**src/design/join_and_upload_backoff_controller_assert.svh**
```systemverilog
// Assertion macros for the join and upload backoff controller, included by jub_step.sv.
`ifndef JOIN_AND_UPLOAD_BACKOFF_CONTROLLER_ASSERT_SVH
`define JOIN_AND_UPLOAD_BACKOFF_CONTROLLER_ASSERT_SVH

`ifndef SYNTHESIS
`define JUB_ASSERT_IMPLY(label, clk, rst, ante, cons) \
  label: assert property (@(posedge clk) disable iff (rst) (ante) |-> (cons)) \
    else $error("jub assertion failed");
`define JUB_ASSERT_HOLDS(label, clk, rst, expr) \
  label: assert property (@(posedge clk) disable iff (rst) (expr)) \
    else $error("jub assertion failed");
`else
`define JUB_ASSERT_IMPLY(label, clk, rst, ante, cons)
`define JUB_ASSERT_HOLDS(label, clk, rst, expr)
`endif

`endif

```
**src/design/jub_pkg.sv**
```systemverilog
// Types and constants of the join and upload backoff controller.
package jub_pkg;

  typedef enum logic [2:0] {
    MODE_NOT_JOINED = 3'd0,
    MODE_JOINING    = 3'd1,
    MODE_JOINED     = 3'd2,
    MODE_UPLOADING  = 3'd3,
    MODE_DONE       = 3'd4,
    MODE_SLEEP      = 3'd5
  } mode_t;

  typedef enum logic [2:0] {
    ACT_TICK     = 3'd0,
    ACT_JOIN_REQ = 3'd1,
    ACT_JOINED   = 3'd2,
    ACT_KEY      = 3'd3,
    ACT_ACK      = 3'd4,
    ACT_EXPIRE   = 3'd5
  } act_t;

  typedef enum logic [2:0] {
    ST_OK          = 3'd0,
    ST_NOT_ALLOWED = 3'd1,
    ST_BUSY        = 3'd2,
    ST_IGNORED     = 3'd3,
    ST_RETRIES     = 3'd4,
    ST_TIMEOUT     = 3'd5
  } status_t;

  typedef enum logic [1:0] {
    JCMD_NONE   = 2'd0,
    JCMD_JOIN   = 2'd1,
    JCMD_CANCEL = 2'd2
  } jcmd_t;

  typedef enum logic [2:0] {
    REG_JOIN_TIMEOUT   = 3'd0,
    REG_UPLOAD_TIMEOUT = 3'd1,
    REG_DONE_HOLD      = 3'd2,
    REG_MAX_RETRIES    = 3'd3,
    REG_INIT_WINDOW    = 3'd4,
    REG_MAX_WINDOW     = 3'd5,
    REG_SLOT           = 3'd6
  } reg_idx_t;

  localparam int unsigned CfgIdxW  = 3;
  localparam int unsigned CfgDataW = 16;
  localparam logic [2:0]  KeyUnknownLo = 3'd0;
  localparam logic [2:0]  KeyUnknownHi = 3'd7;

  localparam logic [15:0] JoinTimeoutRst   = 16'd30000;
  localparam logic [15:0] UploadTimeoutRst = 16'd3000;
  localparam logic [10:0] DoneHoldRst      = 11'd1000;
  localparam logic [3:0]  MaxRetriesRst    = 4'd8;
  localparam logic [7:0]  InitWindowRst    = 8'd8;
  localparam logic [7:0]  MaxWindowRst     = 8'd64;
  localparam logic [8:0]  SlotRst          = 9'd1;

  typedef struct packed {
    logic [15:0] join_timeout_ms;
    logic [15:0] upload_timeout_ms;
    logic [10:0] done_hold_ms;
    logic [3:0]  max_retries;
    logic [7:0]  initial_window;
    logic [7:0]  max_window;
    logic [8:0]  slot_ms;
  } cfg_t;

  typedef struct packed {
    mode_t       system_state;
    status_t     status;
    logic        send_upload;
    logic [15:0] sequence_res;
    logic [2:0]  upload_option;
    logic [3:0]  retry_number;
    logic        arm_timer;
    logic [15:0] delay_high_ms;
    jcmd_t       join_command;
  } res_t;

endpackage

```
**src/design/jub_if.sv**
```systemverilog
// Channel interfaces: event input, result output and register write.
interface jub_in_if import jub_pkg::*; ();
  logic       valid;
  logic       ready;
  logic [2:0] action;
  logic [2:0] key_number;
  modport source (output valid, action, key_number, input ready);
  modport sink (input valid, action, key_number, output ready);
endinterface

interface jub_out_if import jub_pkg::*; ();
  logic        valid;
  logic        ready;
  logic [2:0]  system_state;
  logic [2:0]  status;
  logic        send_upload;
  logic [15:0] sequence_res;
  logic [2:0]  upload_option;
  logic [3:0]  retry_number;
  logic        arm_timer;
  logic [15:0] delay_high_ms;
  logic [1:0]  join_command;
  modport source (output valid, system_state, status, send_upload, sequence_res,
                  upload_option, retry_number, arm_timer, delay_high_ms,
                  join_command, input ready);
  modport sink (input valid, system_state, status, send_upload, sequence_res,
                upload_option, retry_number, arm_timer, delay_high_ms,
                join_command, output ready);
endinterface

interface jub_cfg_if import jub_pkg::*; ();
  logic                valid;
  logic                ready;
  logic [CfgIdxW-1:0]  index;
  logic [CfgDataW-1:0] data;
  modport source (output valid, index, data, input ready);
  modport sink (input valid, index, data, output ready);
endinterface

```
**src/design/join_and_upload_backoff_controller.sv**
```systemverilog
// Top level of the join and upload backoff controller.
// Usage:
//   request: one event per transfer (action, key_number). Ticks, join
//     requests, radio-joined indications, key presses, acks and retry
//     timer expiries all come through this channel.
//   result: exactly one result per event, in order: mode after the event,
//     status, upload frame and retry timer commands, join command.
//   cfg: register writes (index, data), always ready; write only while idle.
// An event is taken into the input register, and the state update then loads
// the result register and raises result valid; the result register holds
// its result while the receiver stalls. Throughput is one event per cycle while
// the result receiver keeps ready up, set by the single state update per cycle.
// Reset (rst, synchronous) empties both stages, puts the node in not joined
// with all counters at zero and loads the register defaults.
// When the result receiver stalls, the result register holds its transfer,
// the input register still takes one more event, and then request.ready
// drops until the result is taken.
module join_and_upload_backoff_controller import jub_pkg::*; (
  input  logic       clk,
  input  logic       rst,
  jub_in_if.sink     request,
  jub_out_if.source  result,
  jub_cfg_if.sink    cfg
);

  cfg_t       regs;
  res_t       res;
  res_t       res_q;
  logic       s1_valid;
  logic [2:0] action_q;
  logic [2:0] key_q;
  logic       advance;
  logic       take;
  logic       step_en;

  assign advance       = !result.valid || result.ready;
  assign request.ready = !s1_valid || advance;
  assign take          = request.valid && request.ready;
  assign step_en       = s1_valid && advance;

  jub_cfg_regs u_cfg (
    .clk  (clk),
    .rst  (rst),
    .cfg  (cfg),
    .regs (regs)
  );

  jub_step u_step (
    .clk        (clk),
    .rst        (rst),
    .en         (step_en),
    .action     (action_q),
    .key_number (key_q),
    .regs       (regs),
    .res        (res)
  );

  always_ff @(posedge clk) begin
    if (rst) begin
      s1_valid     <= 1'b0;
      result.valid <= 1'b0;
    end else begin
      s1_valid <= take || (s1_valid && !advance);
      if (advance) result.valid <= s1_valid;
    end
  end

  always_ff @(posedge clk) begin
    if (take) begin
      action_q <= request.action;
      key_q    <= request.key_number;
    end
    if (step_en) res_q <= res;
  end

  assign result.system_state  = res_q.system_state;
  assign result.status        = res_q.status;
  assign result.send_upload   = res_q.send_upload;
  assign result.sequence_res  = res_q.sequence_res;
  assign result.upload_option = res_q.upload_option;
  assign result.retry_number  = res_q.retry_number;
  assign result.arm_timer     = res_q.arm_timer;
  assign result.delay_high_ms = res_q.delay_high_ms;
  assign result.join_command  = res_q.join_command;

endmodule

```
**src/design/jub_cfg_regs.sv**
```systemverilog
// Configuration register file written through the register channel.
module jub_cfg_regs import jub_pkg::*; (
  input  logic      clk,
  input  logic      rst,
  jub_cfg_if.sink   cfg,
  output cfg_t      regs
);

  assign cfg.ready = 1'b1;

  always_ff @(posedge clk) begin
    if (rst) begin
      regs.join_timeout_ms   <= JoinTimeoutRst;
      regs.upload_timeout_ms <= UploadTimeoutRst;
      regs.done_hold_ms      <= DoneHoldRst;
      regs.max_retries       <= MaxRetriesRst;
      regs.initial_window    <= InitWindowRst;
      regs.max_window        <= MaxWindowRst;
      regs.slot_ms           <= SlotRst;
    end else if (cfg.valid && cfg.ready) begin
      case (reg_idx_t'(cfg.index))
        REG_JOIN_TIMEOUT:   regs.join_timeout_ms   <= cfg.data;
        REG_UPLOAD_TIMEOUT: regs.upload_timeout_ms <= cfg.data;
        REG_DONE_HOLD:      regs.done_hold_ms      <= cfg.data[10:0];
        REG_MAX_RETRIES:    regs.max_retries       <= cfg.data[3:0];
        REG_INIT_WINDOW:    regs.initial_window    <= cfg.data[7:0];
        REG_MAX_WINDOW:     regs.max_window        <= cfg.data[7:0];
        REG_SLOT:           regs.slot_ms           <= cfg.data[8:0];
        default: ;
      endcase
    end
  end

endmodule

```
**src/design/jub_step.sv**
```systemverilog
// Node state registers and the per-event update logic.
`include "join_and_upload_backoff_controller_assert.svh"

module jub_step import jub_pkg::*; (
  input  logic       clk,
  input  logic       rst,
  input  logic       en,
  input  logic [2:0] action,
  input  logic [2:0] key_number,
  input  cfg_t       regs,
  output res_t       res
);

  mode_t       mode, mode_next;
  logic        uploading, uploading_next;
  logic [15:0] upload_seq, upload_seq_next;
  logic [2:0]  held_option, held_option_next;
  logic [3:0]  retries_done, retries_done_next;
  logic [7:0]  window, window_next;
  logic [15:0] join_elapsed, join_elapsed_next;
  logic [15:0] upload_elapsed, upload_elapsed_next;
  logic [10:0] hold_elapsed, hold_elapsed_next;

  status_t     status;
  logic        send, arm;
  jcmd_t       jcmd;
  logic [8:0]  doubled;
  logic [16:0] prod;

  always_comb begin
    mode_next           = mode;
    uploading_next      = uploading;
    upload_seq_next     = upload_seq;
    held_option_next    = held_option;
    retries_done_next   = retries_done;
    window_next         = window;
    join_elapsed_next   = join_elapsed;
    upload_elapsed_next = upload_elapsed;
    hold_elapsed_next   = hold_elapsed;
    status              = ST_OK;
    send                = 1'b0;
    arm                 = 1'b0;
    jcmd                = JCMD_NONE;
    doubled             = {window, 1'b0};
    case (act_t'(action))
      ACT_TICK: begin
        if (mode == MODE_JOINING) begin
          if (join_elapsed != 16'hFFFF) join_elapsed_next = join_elapsed + 16'd1;
          if (join_elapsed_next >= regs.join_timeout_ms) begin
            mode_next = MODE_NOT_JOINED;
            jcmd      = JCMD_CANCEL;
          end
        end
        if (uploading && upload_elapsed != 16'hFFFF) begin
          upload_elapsed_next = upload_elapsed + 16'd1;
        end
        if (mode == MODE_DONE) begin
          if (hold_elapsed != 11'h7FF) hold_elapsed_next = hold_elapsed + 11'd1;
          if (hold_elapsed_next >= regs.done_hold_ms) mode_next = MODE_JOINED;
        end
      end
      ACT_JOIN_REQ: begin
        if (mode == MODE_NOT_JOINED) begin
          mode_next         = MODE_JOINING;
          join_elapsed_next = '0;
          jcmd              = JCMD_JOIN;
        end else begin
          status = ST_NOT_ALLOWED;
        end
      end
      ACT_JOINED: begin
        if (mode == MODE_JOINING) mode_next = MODE_JOINED;
        else status = ST_IGNORED;
      end
      ACT_KEY: begin
        if (key_number == KeyUnknownLo || key_number == KeyUnknownHi) begin
          status = ST_IGNORED;
        end else if (mode != MODE_JOINED && mode != MODE_UPLOADING) begin
          status = ST_NOT_ALLOWED;
        end else if (uploading) begin
          status = ST_BUSY;
        end else begin
          uploading_next      = 1'b1;
          upload_seq_next     = upload_seq + 16'd1;
          held_option_next    = key_number;
          retries_done_next   = '0;
          upload_elapsed_next = '0;
          window_next         = regs.initial_window;
          mode_next           = MODE_UPLOADING;
          send                = 1'b1;
          arm                 = 1'b1;
        end
      end
      ACT_ACK: begin
        if (uploading) begin
          uploading_next    = 1'b0;
          mode_next         = MODE_DONE;
          hold_elapsed_next = '0;
        end else begin
          status = ST_IGNORED;
        end
      end
      ACT_EXPIRE: begin
        if (!uploading || mode != MODE_UPLOADING) begin
          status = ST_IGNORED;
        end else if (retries_done >= regs.max_retries) begin
          uploading_next = 1'b0;
          mode_next      = MODE_JOINED;
          status         = ST_RETRIES;
        end else if (upload_elapsed >= regs.upload_timeout_ms) begin
          uploading_next = 1'b0;
          mode_next      = MODE_JOINED;
          status         = ST_TIMEOUT;
        end else begin
          retries_done_next = retries_done + 4'd1;
          // double the window, capped at max_window
          if (doubled > {1'b0, regs.max_window}) window_next = regs.max_window;
          else window_next = doubled[7:0];
          send = 1'b1;
          arm  = 1'b1;
        end
      end
      default: status = ST_IGNORED;
    endcase
  end

  assign prod = 17'(window_next) * 17'(regs.slot_ms);

  always_comb begin
    res.system_state  = mode_next;
    res.status        = status;
    res.send_upload   = send;
    res.sequence_res  = upload_seq_next;
    res.upload_option = held_option_next;
    res.retry_number  = retries_done_next;
    res.arm_timer     = arm;
    res.join_command  = jcmd;
    if (!arm) res.delay_high_ms = '0;
    else if (prod[16]) res.delay_high_ms = 16'hFFFF;
    else res.delay_high_ms = prod[15:0];
  end

  always_ff @(posedge clk) begin
    if (rst) begin
      mode           <= MODE_NOT_JOINED;
      uploading      <= 1'b0;
      upload_seq     <= '0;
      held_option    <= '0;
      retries_done   <= '0;
      window         <= '0;
      join_elapsed   <= '0;
      upload_elapsed <= '0;
      hold_elapsed   <= '0;
    end else if (en) begin
      mode           <= mode_next;
      uploading      <= uploading_next;
      upload_seq     <= upload_seq_next;
      held_option    <= held_option_next;
      retries_done   <= retries_done_next;
      window         <= window_next;
      join_elapsed   <= join_elapsed_next;
      upload_elapsed <= upload_elapsed_next;
      hold_elapsed   <= hold_elapsed_next;
    end
  end

  // an upload runs exactly while the node sits in the uploading mode
  `JUB_ASSERT_HOLDS(a_upload_mode, clk, rst, uploading == (mode == MODE_UPLOADING))
  `JUB_ASSERT_IMPLY(a_arm_sends, clk, rst, en && res.arm_timer, res.send_upload)
  `JUB_ASSERT_IMPLY(a_delay_idle, clk, rst, en && !res.arm_timer, res.delay_high_ms == 16'd0)
  `JUB_ASSERT_IMPLY(a_send_ok, clk, rst, en && res.send_upload, res.status == ST_OK)

endmodule

```
**src/flat_wrapper.sv**
```systemverilog
// flat-port wrapper written by rule: the top's interface ports become plain ports
module join_and_upload_backoff_controller_flat import jub_pkg::*;
  (clk, rst, request_valid, request_action, request_key_number, request_ready, result_valid, result_system_state, result_status, result_send_upload, result_sequence_res, result_upload_option, result_retry_number, result_arm_timer, result_delay_high_ms, result_join_command, result_ready, cfg_valid, cfg_index, cfg_data, cfg_ready);
  jub_in_if request_i ();
  jub_out_if result_i ();
  jub_cfg_if cfg_i ();
  input  logic clk;
  input  logic rst;
  input wire logic [$bits(request_i.valid)-1:0] request_valid;
  input wire logic [$bits(request_i.action)-1:0] request_action;
  input wire logic [$bits(request_i.key_number)-1:0] request_key_number;
  output wire logic [$bits(request_i.ready)-1:0] request_ready;
  output wire logic [$bits(result_i.valid)-1:0] result_valid;
  output wire logic [$bits(result_i.system_state)-1:0] result_system_state;
  output wire logic [$bits(result_i.status)-1:0] result_status;
  output wire logic [$bits(result_i.send_upload)-1:0] result_send_upload;
  output wire logic [$bits(result_i.sequence_res)-1:0] result_sequence_res;
  output wire logic [$bits(result_i.upload_option)-1:0] result_upload_option;
  output wire logic [$bits(result_i.retry_number)-1:0] result_retry_number;
  output wire logic [$bits(result_i.arm_timer)-1:0] result_arm_timer;
  output wire logic [$bits(result_i.delay_high_ms)-1:0] result_delay_high_ms;
  output wire logic [$bits(result_i.join_command)-1:0] result_join_command;
  input wire logic [$bits(result_i.ready)-1:0] result_ready;
  input wire logic [$bits(cfg_i.valid)-1:0] cfg_valid;
  input wire logic [$bits(cfg_i.index)-1:0] cfg_index;
  input wire logic [$bits(cfg_i.data)-1:0] cfg_data;
  output wire logic [$bits(cfg_i.ready)-1:0] cfg_ready;
  assign request_i.valid = request_valid;
  assign request_i.action = request_action;
  assign request_i.key_number = request_key_number;
  assign request_ready = request_i.ready;
  assign result_valid = result_i.valid;
  assign result_system_state = result_i.system_state;
  assign result_status = result_i.status;
  assign result_send_upload = result_i.send_upload;
  assign result_sequence_res = result_i.sequence_res;
  assign result_upload_option = result_i.upload_option;
  assign result_retry_number = result_i.retry_number;
  assign result_arm_timer = result_i.arm_timer;
  assign result_delay_high_ms = result_i.delay_high_ms;
  assign result_join_command = result_i.join_command;
  assign result_i.ready = result_ready;
  assign cfg_i.valid = cfg_valid;
  assign cfg_i.index = cfg_index;
  assign cfg_i.data = cfg_data;
  assign cfg_ready = cfg_i.ready;
  join_and_upload_backoff_controller u_core (.clk(clk), .rst(rst), .request(request_i), .result(result_i), .cfg(cfg_i));
endmodule
```
**config.mk**
```make
export PLATFORM = sky130hd
export DESIGN_NAME = join_and_upload_backoff_controller_flat
export DESIGN_NICKNAME = d
export VERILOG_FILES = /design/src/design/jub_pkg.sv /design/src/design/jub_if.sv /design/src/design/join_and_upload_backoff_controller.sv /design/src/design/jub_cfg_regs.sv /design/src/design/jub_step.sv /design/src/flat_wrapper.sv
export VERILOG_INCLUDE_DIRS = /design/src /design/src/design
export SDC_FILE = /design/constraint.sdc
export NUM_CORES = 1
export LEC_CHECK = 0
export BUFFER_PORTS_ARGS = -buffer_cell sky130_fd_sc_hd__buf_4
export CAP_MARGIN = 20
export CORE_MARGIN = 4
export CORE_UTILIZATION = 40
export CTS_CLUSTER_DIAMETER = 150
export DETAILED_ROUTE_END_ITERATION = 6
export PLACE_DENSITY = 0.54
export REMOVE_ABC_BUFFERS = 1
export SLEW_MARGIN = 20
export SYNTH_ARGS = -nofsm -noshare
export SYNTH_HDL_FRONTEND = slang
export SYNTH_SLANG_ARGS = --single-unit
```
**constraint.sdc**
```tcl
create_clock -name clk -period 18.3 [get_ports clk]
set_input_delay 0.915 -clock clk [delete_from_list [all_inputs] [get_ports clk]]
set_output_delay 0.915 -clock clk [all_outputs]
set_load 0.01 [all_outputs]
```
# Yosys cells after proc, flatten, opt, wreduce, memory -nomap -nowiden
# Cells that the tools add are included.
# totals
regBits	206
in_bits	30
out_inout_bits	52
wordCells	183
# classes
add_sub_neg	5
multipliers	1
order_cmp	5
eq_ne	29
muxes	82
n_reduce_logical	33
# op_table
operator	count
$mux W16	14
$pmux W16 S2	2
$mux W3	20
$mux W8	7
$mux W11	5
$add A16 B1 Y16 const B	3
$pmux W3 S6	2
$ge A16 B16 Y1	2
$ne A16 B16 Y1 const B	2
$mux W4	6
$pmux W11 S2	1
$eq A3 B3 Y1 const B	7
$ne A2 B2 Y1 const B	9
$mul A8 B9 Y17	1
$pmux W8 S2	1
$mux W2	7
$reduce_and A2 Y1	7
$mux W1	13
$eq A3 B2 Y1 const B	4
$logic_not A3 Y1	4
$reduce_and A6 Y1	2
$add A11 B1 Y11 const B	1
$ge A11 B11 Y1	1
$ne A11 B11 Y1 const B	1
16 further kinds	33

# Depth between registers and ports, before layout
# Gate-level depths: netlist of run 1.
# depth
depth_word	10
ltp_mapped	27
mapped_depth_nobuf	25

# Cells and area by module
# Synthesis of run 1 repeated with hierarchy kept, for this count alone.
# unflattened
hier_cells	1458
hier_area_um2	13287.7
# modules_own_cells
mod	n_inst	cells_per_inst	area_each_um2	seq_area_each_um2
jub_step	1	1114	8609.5	1561.5
jub_cfg_regs	1	279	2922.8	1441.4
join_and_upload_backoff_controller	1	65	1755.4	1691.6

# Worst setup path before layout of run 1
# No wires, ideal clock.
# synth_path
kind	register to register
from	register u_core.u_step.upload_elapsed[0]
to	register u_core.res_q, in the netlist u_core.result.delay_high_ms[10] (data pin)
setup_time_ns	0.254
arrival_time_ns	6.425
t_required_ns	18.046
slack_ns	11.620
stages_incl_launch_ff	25
n_path_buf	2
path_cell_list	dfxtp_1 -> inv_1 -> ha_1 -> nand2b_1 -> a2111o_1 -> a21oi_1 -> o211ai_1 -> buf_6 -> a32o_1 -> a221oi_4 -> nor2b_1 -> fa_1 -> fa_1 -> fa_1 -> inv_1 -> fa_1 -> inv_1 -> ha_1 -> a21o_1 -> a22o_1 -> o31ai_1 -> mux2i_1 -> nand2_1 -> buf_2 -> o21a_1
# synth_between
elab_chain_len	7
word_cells_on_any_way	11
classes_between	1 x mul; 1 x order compare; 9 x mux
# synth_rtl
item	line	source
from (decl)	jub_step.sv:21	logic [15:0] upload_elapsed, upload_elapsed_next;
from (signal assigned)	jub_step.sv:162	upload_elapsed <= upload_elapsed_next;
$ge A16 B16 Y1 *	jub_step.sv:110	end else if (upload_elapsed >= regs.upload_timeout_ms) begin
$mux W8	jub_step.sv:110	
$mux W8	jub_step.sv:106	end else if (retries_done >= regs.max_retries) begin
$mux W8	jub_step.sv:104	if (!uploading || mode != MODE_UPLOADING) begin
$pmux W8 S2	jub_step.sv:45	case (act_t'(action))
$mul A8 B9 Y17	jub_step.sv:127	assign prod = 17'(window_next) * 17'(regs.slot_ms);
$mux W16	jub_step.sv:139	else if (prod[16]) res.delay_high_ms = 16'hFFFF;
to (signal assigned)	join_and_upload_backoff_controller.sv:73	if (step_en) res_q <= res;
to (decl)	join_and_upload_backoff_controller.sv:28	res_t res_q;
# Every way passes the cells marked *; elsewhere a longest branch is shown, timed or not.
# A chain may end at the register's enable or synchronous reset.

# Final worst setup path of run 1
# Ends and elaborated chain as after synthesis.

==> results summary, run 1 <==
The run finished with clean final reports. The part of the power in the clock network came out at 46.2%. The initial antenna violation count is 0. After routing, the total negative slack on setup checks comes to 0 ns.

The via count is about 10000. Max-cap violations in this run came to 0. STA classifies the critical path endpoint as a flop.

In this run the critical register-to-register path is captured at u_core.result.delay_high_ms[10]. The total area inside the core boundary comes to ~0.032 mm². The post-cts sizing count came out at 0. The worst pin sits at a relative slew slack of 28.9%. The peak supply drop came out at approximately 0.065 mV.

The number of clock buffers inserted by TritonCTS is 25. The number of synthesized flops with an enable pin is 54. The cell area that synthesis handed to floorplanning was 0.0130 mm². CTS built an H-tree with a depth of 1. The depth of the worst hold-timing path is 2. The CTS tree is yes. The initial utilization of the core area, before any placement, comes to between 40 and 50%. In this run the clock root is driven by a clkbuf_16. The clock sink total came out at roughly 210.

The critical path in this run is classified as reg2reg. The total count of max-transition violations in the final report is 0. For the final database, setup skew stands at 0.0216 ns. The tightest min-delay check is of the reg2reg type. The clock latency on the worst-skew pair is around 0.53 ns. The maximum fanout along the worst path is 14.

At the pin with the least slew margin, the transition time is 1.06 ns. The floorplan has 65 rows. The final critical path takes up about two fifths of the cycle. The kind of start point of the critical path is a flop. Counting flops and latches in the post-synthesis netlist gives 206.

The fraction of final layout cells with drive strength greater than 1 is 10.7%. The hold buffer count at cts came out at 0. The average wire per standard cell came out at about 16 µm. The first global-routing pass estimated 52700 µm of wire. The congestion estimate from routability-driven global placement came to 0.856. The net count reported at finish is 1698. The total congestion overflow is 0.

Of all flip-flops after synthesis, the portion carrying an async set or reset was 0%. The number of DRC markers after the initial detailed-route iteration came out at 576. Synthesis produced a netlist whose cell count is ~1500.

The clock period minus final worst setup slack came out at 7.64 ns. The power share of the combinational group is 7.1%. The final hold slack came out at roughly 0.45 ns. The data arrival at the endpoint of the critical path is 7.91 ns. Of the total power, registers draw 46.7%.

After clock tree synthesis, the clock-pin slew on the worst setup and hold paths is 0.06 ns. The leakage dissipation is between 6 and 7 nW. Summed over all instances, the cell type with the most area after synthesis is dfxtp_1. The via count of the first global-routing pass came out at 10013. The average instance in the mapped netlist occupies 8.81 µm². The fmax came out at 131 MHz. The top cell type by area accounts for 23.5% of the synthesized area. The die span in y came out at 188 µm. The net switching power figure came out at 0.249 mW. Setup repair after global routing left no endpoint under its margin. After detailed routing, the number of remaining DRC violations is 0. In this run the remaining antenna-violating nets after routing total 0. The via density per instance came out at slightly above 5. The number of buffers inserted to repair setup after CTS is 0.

The count of distinct cell types in the synthesized netlist is 82. Measured along the x axis, the die boundary spans between 150 and 200 µm. Relative to the synthesized area, the layout overhead comes to 13.6%. The number of diodes added for antenna fixing is 0. By area the synthesized netlist is led by dfxtp_1 23%, edfxtp_1 12%, ha_1 9.3%, fa_1 6.5%, nand2_1 5.6%. The final number of hold-violating endpoints is 0. The aggregate global-route resource usage came out at between 10% and 20%. The worst register-to-register path has a depth of 22. The area taken by flip-flops and latches came out at 0.00466 mm². The count of buffers added on input and output ports is 80. The required time reported for the critical path endpoint came out at 18.57 ns.

The worst register-to-register path begins at u_core.u_step.upload_elapsed[0]. The number of warnings issued by yosys is 0. Dividing total power by cell area gives a power density of 70.8 mW/mm². The area of the die came out at 0.0354 mm². In this run the worst setup path terminates at u_core.result.delay_high_ms[10]. The internal power consumption came out at between 0.7 and 0.8 mW. The total power draw came out at 1.04 mW.

The detailed-placement wirelength estimate came out at ~23000 µm. The first-pass iteration count of the detailed router is 5. After filler insertion, the fill cell instance count of the layout stands at 3136. The count of boundary I/O pins came out at 82. Sequential cells were found to cover a little over a third of the synthesized design area.

Across all register-to-register paths, the minimum setup slack is 10.66 ns. The maximum clock insertion buffer count is 3. The critical path startpoint is u_core.u_step.upload_elapsed[0]. The main flop type after synthesis is dfxtp_1. The number of endpoints failing setup at the final stage is 0. The wire length reported by the detailed router came out at 31900 µm. Entering global routing, the biggest net connects 76 pins.

The area of the multi-input gates is 0.00758 mm². Net switching is 23.8% of the power.
## per-layer routing
layer	vias up	global-route usage (%)	wire length, µm
met3	35	3.02	1630
met4	0	3.22	535
met1	4850	24.9	15200
met2	208	29.4	14500
li1	5190	-	-
met5	-	0	0
## cells in the mapped netlist, drive strengths merged, types with 4 or more instances
| library cell | count |
|---|---|
| nand2 | 192 |
| dfxtp | 152 |
| nor2 | 133 |
| inv | 130 |
| ha | 96 |
| a21oi | 95 |
| edfxtp | 54 |
| o21ai | 45 |
| nor2b | 44 |
| fa | 42 |
| nand3 | 42 |
| xnor2 | 40 |
| clkbuf | 38 |
| xor2 | 31 |
| and2 | 28 |
| o21a | 28 |
| nor3 | 26 |
| nand4 | 25 |
| nand2b | 19 |
| o211ai | 19 |
| buf | 18 |
| or3 | 17 |
| a22oi | 16 |
| mux2i | 16 |
| a21o | 12 |
| nor4 | 12 |
| and3 | 11 |
| a211oi | 10 |
| a31oi | 6 |
| a32o | 6 |
| a32oi | 5 |
| o31ai | 5 |
| a221oi | 4 |
| and4 | 4 |
| mux2 | 4 |
| nor3b | 4 |
| o32ai | 4 |
| or2 | 4 |
## area by class of cell
class	instances	share of cell area, %
Sequential cell	206	31.7
Timing Repair Buffer	87	4.43
Tap cell	435	3.69
Clock inverter	11	0.560
Inverter	130	3.31
Clock buffer	35	4.91
Multi-Input combinational cell	1080	51.4
## per-stage QoR
step	utilization, %	setup slack (ns)	cells	area [µm²]
3_5_place_dp	43.8	10.63	1938	13900
3_3_place_gp	43.8	10.71	1938	13900
5_1_grt	46.3	10.10	1984	14700
2_1_floorplan	-	11.53	1416	12700
4_1_cts	46.3	10.60	1984	14700
6_report	46.3	10.66	1984	14700
## cell usage in the layout (no fill, tap or decap), types with 11 or more instances in the layout
cell and instances:
ha_1 96, or3_1 16, o21a_1 28, nand4_1 23, buf_4 87, nand2b_1 18, xnor2_1 40, fa_1 42
dfxtp_1 152, mux2i_1 16, inv_1 128, a22oi_1 16, nand3_1 42, o211ai_1 19, a21o_1 12, and2_1 27
a21oi_1 95, clkbuf_16 25, nand2_1 192, xor2_1 31, nor2b_1 44, edfxtp_1 54, o21ai_0 37, nor3_1 23
and3_1 11, nor2_1 130
## power by group through the flow
stage	combinational (mW)	sequential, mW	clock [mW]
2_1_floorplan	0.0373	0.497	0
3_3_place_gp	0.0735	0.497	0
3_5_place_dp	0.0742	0.497	0
4_1_cts	0.0745	0.487	0.496
5_1_grt	0.0823	0.489	0.512
6_report	0.0737	0.487	0.482
## worst min-delay path by stage
stage	slack, ns	start	end
after floorplan	0.43	u_core.u_cfg.regs[18]	u_core.u_cfg.regs[18]
after global placement	0.44	u_core.u_cfg.regs[59]	u_core.u_cfg.regs[59]
after detailed placement	0.45	u_core.u_cfg.regs[59]	u_core.u_cfg.regs[59]
after CTS	0.45	u_core.u_cfg.regs[59]	u_core.u_cfg.regs[59]
after global routing	0.48	u_core.u_cfg.regs[55]	u_core.u_cfg.regs[55]
final	0.45	u_core.u_cfg.regs[12]	u_core.u_cfg.regs[12]
## worst max-delay path: stages (launching register included)
cell	delay, ns
dfxtp_1	0.42
inv_1	0.07
ha_1	0.28
nand2b_1	0.14
a2111o_1	0.40
a21oi_1	0.36
o211ai_1	0.41
a32o_1	0.44
a221oi_4	0.40
nor2b_1	0.12
fa_1	0.50
fa_1	0.53
fa_1	0.55
inv_1	0.06
fa_1	0.52
inv_1	0.04
ha_1	0.35
a21o_1	0.21
a22o_1	0.19
o31ai_1	0.39
mux2i_1	0.35
nand2_1	0.34
o21a_1	0.29
## logic make-up (layout without fill, tap and decap cells)
group	Yosys count	count (layout)	share of synthesized area (%)
adder cells (fa/ha/maj)	138	138	15.7
AO/OA/AOI/OAI	284	284	15.2
AND/OR/NAND/NOR	566	566	21.0
flip-flops	206	206	35.9
buffers and inverters	186	263	5.70
other	1	1	0.0289
XOR/XNOR	71	71	4.79
multiplexers	20	20	1.58
## state kept, by name, summed over array words and instances (netlist names)
signal                        flops
u_core.result.system_state        3
u_core.u_step.upload_seq         16
u_core.result.status              3
u_core.result.retry_number        4
u_core.result.upload_option       3
u_core.u_step.held_option         3
u_core.key_q                      3
u_core.u_step.upload_elapsed     16
u_core.result.valid               1
u_core.result.sequence_res       16
u_core.u_step.mode                3
u_core.action_q                   3
u_core.u_cfg.regs                72
u_core.result.arm_timer           1
u_core.result.delay_high_ms      16
u_core.s1_valid                   1
u_core.u_step.join_elapsed       16
u_core.u_step.uploading           1
u_core.u_step.retries_done        4
u_core.result.join_command        2
u_core.u_step.window              8
u_core.u_step.hold_elapsed       11
(Power assumes the default switching activity.)
==> inputs of run 2 (changes only) <==
--- a/config.mk
+++ b/config.mk
@@ -12,7 +12,7 @@
 export CORE_UTILIZATION = 40
 export CTS_CLUSTER_DIAMETER = 150
 export DETAILED_ROUTE_END_ITERATION = 6
-export PLACE_DENSITY = 0.54
+export PLACE_DENSITY = 0.57
 export REMOVE_ABC_BUFFERS = 1
 export SLEW_MARGIN = 20
 export SYNTH_ARGS = -nofsm -noshare
==> constraint.sdc (replaced) <==
create_clock -name clk -period 6.9 [get_ports clk]
set_input_delay 0.345 -clock clk [delete_from_list [all_inputs] [get_ports clk]]
set_output_delay 0.345 -clock clk [all_outputs]
set_load 0.01 [all_outputs]
==> run 2 against run 1 <==
- clock-buffer cell count rose by 2
- global-route usage down 0.24 points
- die area is the same
- sequential power grew to 2.6 times the previous value
- core utilization rose by 1.8 points
- critical path type unchanged
==> results summary, run 2 (synthesis gave the netlist of run 1 again) <==
Traced cell by cell, the critical path runs through inv_1 > ha_1 > a2111oi_2 > o21ai_1 > o22ai_2 > buf_6 > mux2i_1 > nor2_2 > a221oi_4 > nor2b_1 > fa_1 > fa_1 > fa_1 > inv_1 > fa_1 > inv_1 > ha_1 > a21o_1 > a22o_1 > o31ai_1 > buf_4 > mux2i_4 > nand2_4 > o21a_1. The buffer cell driving the clock tree root is clkbuf_16. The area added between synthesis and finish came out at 18.1%.

The via density per instance is 5.15. The flow ran to the end, and the final reports show no timing, DRC or antenna violations. The aggregate global-route resource usage is 17.6%. Leaving out fill and tap cells, the most frequent cell in the layout is nand2_1. The peak supply drop came out at 0.172 mV. In the final routed layout, each cell accounts on average for 15.6 µm.

The via count of the first global-routing pass came to 10295. Clock tree synthesis inserted a total of 25 buffers. At the later pin of the worst-skew pair, clock insertion delay measures 0.52 ns.

The count of boundary I/O pins came out at 82. The fill cell total of the finished layout is 3113. The family with the most delay on the worst path is adder cells. The start-to-end type of the worst setup path is reg2reg.

The endpoint kind of the worst setup timing path is a flop. The number of flip-flops under the largest register name is 72. The required time reported for the critical path endpoint came out at 7.16 ns. After detailed routing, the number of remaining DRC violations is 0. The data arrival at the endpoint of the critical path came out at 6.83 ns. The sum of negative setup slack is 0 ns. The leakage dissipation came out at 6.50 nW. The HPWL after detailed placement is 23000 µm. The total congestion overflow is 0.

The number of diodes added for antenna fixing came out at 0. The number of endpoints failing setup at the final stage is 0. The maximum clock insertion buffer count came out at 3. In this run the worst path has a maximum fanout of 7. The net count of the finished layout is around 1700.

Based on the critical path, the design can be clocked at up to 152 MHz. The fraction of final layout cells with drive strength greater than 1 is 14.3%. The clock slew seen by the registers of the worst setup and hold paths is ~0.060 ns. The CTS tree is yes. For this block, the routed nets add up to 31700 µm of wire. The chip width is 188 µm. The core footprint came out at 0.0318 mm². Detailed routing inserted a total of around 10000 vias. The count of buffers from port buffering is 80.

The die is 188 µm tall. The top cell types in the final layout, fill and taps aside, are 191 x nand2_1, 151 x dfxtp_1, 130 x nor2_1, 130 x buf_4, 128 x inv_1. CTS built an H-tree with a depth of 1. For this configuration, the core starts out at a cell density of between 40% and 50%.

The first TritonRoute pass finished after 5 iterations. The total count of max-transition violations in the final report came out at 0. The post-route clock skew is 0.0109 ns.

For this design, the slowest cell found on the critical path is fa_1. The final number of hold-violating endpoints is 0. Entering global routing, the biggest net connects between 80 and 90 pins. Counting flops per register, the top entry is u_core.u_cfg.regs. The transition at the pin with the smallest max-transition slack is just over 1 ns. The critical path contains buffers and inverters numbering 5 combined.

The final hold slack came out at 0.0558 ns. Dividing the final minimum period by the clock period gives 95.2%. The post-detailed-route count of antenna-violating nets is 0. The initial antenna violation count came out at 0.

The number of DRC markers after the initial detailed-route iteration came out at 603. Counting stages on the worst path, the most repeated cell is fa_1. The clock period minus final worst setup slack is 6.57 ns.

The first global-routing pass estimated 52400 µm of wire. The worst stage delay on the critical path is 0.54 ns. The kind of start point of the critical path is a flop. The tool flagged a number of max-cap violations equal to 0. Headroom to the max-slew limit came out at ~32%. The die covers 0.0354 mm².

The number of placement rows is 65. The clock sink total came out at 206. The last weighted congestion value of the routability-driven placer is 0.882. The power per standard cell area is 184 mW/mm².

The tightest min-delay check is of the in2reg type.
==> run 2: cell types whose count changed in the layout (fill, tap and decap cells not counted), moves of 3 or more <==
| cell | change |
|---|---|
| buf_4 | +43 |
| dlygate4sd3_1 | +6 |
| clkinv_2 | -4 |
| ha_1 | -4 |
| ha_4 | +4 |
| o21ai_1 | -3 |
| o21ai_2 | +3 |
==> run 2: cell type report <==
cell class	instances	area, µm²	share of cell area, %
timing repair buffer	137	1050	6.84
clock inverter	8	97.6	0.637
sequential	206	4670	30.5
tap	435	544	3.55
clock buffer	37	742	4.84
multi-input combinational	1081	7730	50.5
inverter	130	488	3.19
==> run 2: stage by stage <==
stage                     area (µm²)  util [%]  instances  power [mW]  worst slack, ns
after floorplan                12700         -       1416        1.42            0.126
after global placement         14200      44.7       1977        1.52           0.0553
after detailed placement       14200      44.7       1977        1.52           0.0133
after CTS                      15100      47.6       2028        2.86          0.00293
after global routing           15300      48.2       2034        2.94          -0.0238
final                          15300      48.2       2034        2.82            0.331
==> run 2: repair_timing <==
item / CTS / global route
pin swaps: 0 / 13
hold buffers: 6 / 0
buffers inserted: 0 / 5
resized for setup: 1 / 28
cloned: 0 / 1
hold endpoints to repair: 6 / 0
endpoints found under the setup margin: 1 / 16
==> run 2: worst paths after layout <==
check | slack [ns] | from | depth (start not counted) | to
min | 0.06 | request_valid | 3 | u_core.s1_valid
min reg2reg | 0.45 | u_core.u_cfg.regs[63] | 2 | u_core.u_cfg.regs[63]
max reg2reg | 0.33 | u_core.u_cfg.regs[16] | 24 | u_core.result.delay_high_ms[14]
max | 0.33 | u_core.u_cfg.regs[16] | 24 | u_core.result.delay_high_ms[14]
==> run 2: where the power goes <==
part / internal, mW / switching, mW / total [mW]
registers: 1.27 / 0.0183 / 1.29
logic: 0.0844 / 0.129 / 0.214
clock network: 0.817 / 0.503 / 1.32
==> run 2: worst register-to-register path, cell delays in order, from the launching register on <==
cell,delay [ns]
dfxtp_1,0.34
inv_1,0.07
ha_1,0.31
a2111oi_2,0.36
o21ai_1,0.16
o22ai_2,0.25
buf_6,0.16
mux2i_1,0.25
nor2_2,0.08
a221oi_4,0.38
nor2b_1,0.12
fa_1,0.50
fa_1,0.52
fa_1,0.54
inv_1,0.05
fa_1,0.52
inv_1,0.04
ha_1,0.30
a21o_1,0.20
a22o_1,0.19
o31ai_1,0.19
buf_4,0.17
mux2i_4,0.31
nand2_4,0.12
o21a_1,0.20
==> run 2: layer usage <==
metal / routed length, µm / GRT usage (%) / vias to the layer above / share of wire, %
met5: 0 / 0 / - / 0
met1: 15300 / 25.0 / 4947 / 48
met4: 566 / 3.50 / 0 / 1.8
met2: 14500 / 28.9 / 199 / 46
li1: - / - / 5295 / -
met3: 1310 / 2.31 / 42 / 4.1
